## src/design/cfi_isqrt.sv

```systemverilog
module cfi_isqrt #(
   parameter int RW     = 32,
   parameter int SIDE_W = 1
) (
   input  logic              clock,
   input  logic              reset,
   input  logic              en,
   input  logic              in_valid,
   input  logic [2*RW-1:0]   in_rad,
   input  logic [SIDE_W-1:0] in_side,
   output logic              out_valid,
   output logic [RW-1:0]     out_root,
   output logic [SIDE_W-1:0] out_side
);

   logic [2*RW-1:0]   rad_st  [RW+1];
   logic [RW+1:0]     rem_st  [RW+1];
   logic [RW-1:0]     root_st [RW+1];
   logic [SIDE_W-1:0] side_st [RW+1];
   logic [RW:0]       valid_st;

   logic [2*RW-1:0]   rad_ff  [RW];
   logic [RW+1:0]     rem_ff  [RW];
   logic [RW-1:0]     root_ff [RW];
   logic [SIDE_W-1:0] side_ff [RW];
   logic [RW-1:0]     valid_ff;

   logic [2*RW-1:0]   rad_in  [RW];
   logic [RW+1:0]     rem_in  [RW];
   logic [RW-1:0]     root_in [RW];

   always_comb begin
      rad_st[0]   = in_rad;
      rem_st[0]   = '0;
      root_st[0]  = '0;
      side_st[0]  = in_side;
      valid_st[0] = in_valid;
      for (int s = 0; s < RW; s++) begin
         rad_st[s+1]   = rad_ff[s];
         rem_st[s+1]   = rem_ff[s];
         root_st[s+1]  = root_ff[s];
         side_st[s+1]  = side_ff[s];
         valid_st[s+1] = valid_ff[s];
      end
   end

   // one result bit per stage: bring in two radicand bits, try 4*root+1
   always_comb begin
      logic [RW+3:0] cat;
      logic [RW+3:0] trial;
      logic          ge;
      for (int s = 0; s < RW; s++) begin
         cat        = {rem_st[s], rad_st[s][2*RW-1:2*RW-2]};
         trial      = {2'b00, root_st[s], 2'b01};
         ge         = cat >= trial;
         rem_in[s]  = ge ? (cat[RW+1:0] - trial[RW+1:0]) : cat[RW+1:0];
         root_in[s] = {root_st[s][RW-2:0], ge};
         rad_in[s]  = {rad_st[s][2*RW-3:0], 2'b00};
      end
   end

   always_ff @(posedge clock) begin
      if (reset) begin
         valid_ff <= '0;
      end else if (en) begin
         valid_ff <= valid_st[RW-1:0];
      end
   end

   always_ff @(posedge clock) begin
      if (en) begin
         for (int s = 0; s < RW; s++) begin
            rad_ff[s]  <= rad_in[s];
            rem_ff[s]  <= rem_in[s];
            root_ff[s] <= root_in[s];
            side_ff[s] <= side_st[s];
         end
      end
   end

   assign out_valid = valid_st[RW];
   assign out_root  = root_st[RW];
   assign out_side  = side_st[RW];

endmodule

```

## config.mk

```make
export PLATFORM = sky130hd
export DESIGN_NAME = cfi_isqrt
export DESIGN_NICKNAME = d
export VERILOG_FILES = /design/src/design/cfi_isqrt.sv
export SDC_FILE = /design/constraint.sdc
export NUM_CORES = 2
export LEC_CHECK = 0
export BUFFER_PORTS_ARGS = -buffer_cell sky130_fd_sc_hd__buf_4
export CAP_MARGIN = 20
export CORE_MARGIN = 4
export CORE_UTILIZATION = 31
export CTS_BUF_LIST = sky130_fd_sc_hd__clkbuf_16
export DETAILED_ROUTE_END_ITERATION = 12
export PLACE_DENSITY = 0.5
export SLEW_MARGIN = 5
export SYNTH_ARGS = -nofsm -noshare
export SYNTH_HDL_FRONTEND = slang
export SYNTH_MEMORY_MAX_BITS = 65536
export SYNTH_SLANG_ARGS = --single-unit
```

## constraint.sdc

```tcl
create_clock -name clock -period 5.2 [get_ports clock]
set_clock_uncertainty 0.2 [all_clocks]
set_input_delay 0.26 -clock clock [delete_from_list [all_inputs] [get_ports clock]]
set_output_delay 0.26 -clock clock [all_outputs]
set_load 0.02 [all_outputs]
```

==> run_results.csv <==
group,metric,value,unit
run_status,status,"complete, no violations",
yosys,syn_area,120000,µm²
power_and_ir_drop,swShare,27.9,%
worst_hold_path,hold_path.class,"flop to flop",
critical_path,r2r-start,"root_ff[1][224]$_DFFE_PP_",
route,wirelength,254000,µm
critical_path,cp_slowest_stage_delay,0.72,ns
critical_path,worstPathCellList,"inv_1 -> ha_1 -> nor2b_1 -> o31a_1 -> o31ai_1 -> nand2_1 -> a2111oi_0 -> o311ai_0 -> a211oi_1 -> nor4bb_1 -> xor2_1",
yosys,synthTopCellsByCount,"2,555 x edfxtp_1, 734 x inv_1, 605 x nand2_1",
yosys,syn-num-nets,9907,
die,die_h,630,µm
timing,fin_crit,4.41,ns
power_and_ir_drop,ir_worst_vdd,0.293,mV
yosys,synth_cells,9276,
finish,multi_input_area,39100,µm²
finish,drive_gt1_share,8.12,%
timing,slew_violations,0,
route,num_vias,72200,
timing,fmax,227,MHz
power_and_ir_drop,power.density,441,nW/µm²
critical_path,path_max_fanout,5,
die,dieArea,398000,µm²
clock_network,h-tree-depth,5,
timing,setup_viol,0,
clock_network,cts-root-buf,"clkbuf_16",
clock_network,cts_setup_buffers,0,
placed_design,place_congestion,0.892,
timing,final.period_utilization,84.7,%
global_routing,grt_util_all_layers,12.4,%
critical_path,setup.worst_path.start,"root_ff[1][224]$_DFFE_PP_",
route,firstDrtPassIters,6,
clock_network,cts.sinks,2587,
route,drt_iter0_drc,5258,
clock_network,ctsResizeCount,0,
die,io-pin-count,103,
clock_network,cts_buffers,307,
route,viasPerCell,4.77,
timing,rsz0062_at_grt,"false",
finish,nNetsFinal,10300,
power_and_ir_drop,combPwrFrac,19.0,%
critical_path,crit_path_end,"rem_ff[1][304]$_DFFE_PP_",
yosys,yosys.area.top_type_share,63.9,%
critical_path,worstSetupStartpointType,"flop",
yosys,ys_types,96,
global_routing,grt_first_pass_wirelength,403000,µm
yosys,synthFlopType,"edfxtp_1",
clock_network,clk_latency,0.90,ns
critical_path,crit_slowest_cell,"a2111oi_0",
power_and_ir_drop,clockPowerShare,35.5,%
die,dieWidth,630,µm
timing,finalHoldViolCount,0,
finish,fillers,37100,
clock_network,cts_buffer_depth,4,
yosys,ys_async_sr_fraction,0,%
yosys,netlist.top_cell.by_area,"edfxtp_1",
route,antenna_left,0,
yosys,synth_warnings,0,
finish,fin_util,36.1,%
yosys,seq_area_frac_synth,64.4,%
critical_path,r2r_slack,0.79,ns
route,wl_per_cell,16.8,µm
clock_network,cts.clk_slew.worst_paths,0.06,ns
timing,tightest_slew,1.12,ns
yosys,avgSynthCellArea,13.0,µm²
finish,ff_latch_area,77400,µm²
finish,syn_to_final_growth,15.9,%
die,row_count,228,
timing,timing.slew.headroom,24.5,%
yosys,synth_edf_count,2555,
power_and_ir_drop,power.switching,17.1,mW
critical_path,worstRegToRegCells,11,
global_routing,overflow,0,
yosys,synthTopCellsByArea,"edfxtp_1 64%, ha_1 5.9%, xnor2_1 3.1%, xor2_1 2.9%, a21oi_1 2.3%",
placed_design,dp_hpwl,179000,µm
global_routing,first_global_vias,72600,
power_and_ir_drop,power.internal,44.2,mW
critical_path,arrival,4.80,ns
critical_path,r2r-end,"rem_ff[1][304]$_DFFE_PP_",
global_routing,grt_max_degree,166,
critical_path,critPathKind,"flop to flop",
yosys,yosysMostFrequentCell,"edfxtp_1",
die,initial_utilization,31.1,%
critical_path,crit_required,5.59,ns
global_routing,antenna_found_initial,1,
timing,final.setup.tns,0,ns
clock_network,cts_tree,"built",
route,drc,0,
yosys,yosys_register_bits,2587,
power_and_ir_drop,p_leak,52.6,nW
power_and_ir_drop,power_frac_seq,45.4,%
flow_run,cap_violations,0,
die,core-area,386000,µm²
placed_design,placement.io_buffers,102,
critical_path,end_kind,"flop",
==> sequential cells by signal (all words and copies together), names as in the netlist <==
signal    cells
rad_ff      992
rem_ff     1003
root_ff     528
side_ff      32
valid_ff     32
==> cells by family (layout without fill, tap and decap cells) <==
kind of cell	Yosys count	after routing	synth area share (%)
AOI/OAI and AO/OA	1861	1861	9.69
xor gates and xnor gates	827	827	6.03
adders and majority gates	562	562	5.85
buffers and inverters	955	1631	3.11
DFF	2587	2587	64.4
muxes	120	120	1.08
other	1	2	0.00312
and+or+nand+nor	2363	2363	9.83
==> metal layers <==
metal  GRT usage (%)  up-vias  wire (µm)
met5               0        -          0
met3            1.69      508      10300
met1            16.2    34900     114000
met4            4.22        0       8560
met2            21.0     1497     122000
li1                -    35300          -
==> worst max-delay path: cells and delay by family (launching register included) <==
kind	cells	cell delay, ns
AOI/OAI and AO/OA	5	2.32
xor gates and xnor gates	1	0.12
adders and majority gates	1	0.35
buffers and inverters	1	0.06
DFF	1	0.36
and+or+nand+nor	3	0.73
==> cell usage in the layout, fill, tap and decap left out, types with 25 or more instances in the layout <==
master and instances:
or2_2 49, a31oi_1 53, edfxtp_1 2555, o211ai_1 34, xnor2_1 426, o31ai_1 55
nor4_1 109, a211oi_1 58, a2111oi_0 25, and2_1 25, clkinv_2 40, nand4_1 106
nand3b_1 28, o21ai_0 468, nor2b_1 80, nand2b_1 109, nand3_1 129, o21a_1 107
and3_1 46, nor3_1 222, a21o_1 238, buf_4 174, or4_1 77, xor2_1 401
nand2_1 605, or3_1 90, dfxtp_1 32, clkbuf_16 310, inv_1 789, ha_1 562
o21bai_1 52, dlygate4sd3_1 138, bufinv_16 44, nor3b_1 28, clkinv_1 67, nor2_1 580
mux2i_1 45, a21oi_1 559, mux2_2 75
==> worst min-delay path by stage <==
| stage | startpoint | end | slack (ns) | cells past startpoint |
|---|---|---|---|---|
| 2_1_floorplan | reset | valid_ff[24]$_SDFFE_PP0P_ | 0.13 | 1 |
| 3_3_place_gp | rad_ff[0][768]$_DFFE_PP_ | rad_ff[0][832]$_DFFE_PP_ | 0.20 | 0 |
| 3_5_place_dp | rad_ff[0][56]$_DFFE_PP_ | rad_ff[0][120]$_DFFE_PP_ | 0.20 | 0 |
| 4_1_cts | rad_ff[1][174]$_DFFE_PP_ | rad_ff[1][238]$_DFFE_PP_ | 0.19 | 0 |
| 5_1_grt | rad_ff[1][172]$_DFFE_PP_ | rad_ff[1][236]$_DFFE_PP_ | 0.20 | 0 |
| 6_report | rad_ff[1][181]$_DFFE_PP_ | rad_ff[1][245]$_DFFE_PP_ | 0.20 | 0 |
==> power groups by stage <==
stage | clock (mW) | sequential (mW) | combinational (mW)
after floorplan | 0 | 27.5 | 8.56
after global placement | 0 | 28.3 | 11.4
after detailed placement | 0 | 28.4 | 11.5
after CTS | 22.7 | 27.9 | 11.7
after global routing | 23.7 | 28.1 | 13.0
final | 21.8 | 27.9 | 11.7
==> cell type report <==
type	count	share of cell area (%)
clock buffers	310	5.57
clock inverters	250	1.87
flip-flops and latches	2587	55.6
repair buffers	334	2.24
well taps	5175	4.65
inverters	737	1.99
diodes	1	0.00180
multi-input cells	5734	28.1
==> metrics by stage <==
stage	setup WS (ns)	area (µm²)	hold WS [ns]	std cells	power, mW
2_1_floorplan	1.53	120000	0.132	9276	36.0
3_3_place_gp	0.734	127000	0.200	14400	39.7
3_5_place_dp	0.823	127000	0.205	14400	39.9
4_1_cts	0.805	139000	0.193	15100	62.4
5_1_grt	0.384	139000	0.202	15100	64.8
6_report	0.794	139000	0.196	15100	61.4
==> what timing repair did <==
item | in CTS | in global routing
endpoints found under the setup margin | 0 | 0
hold endpoints to repair | 277 | 0
hold buffers | 138 | 0
No activity file was read; power rests on OpenSTA's default activity.
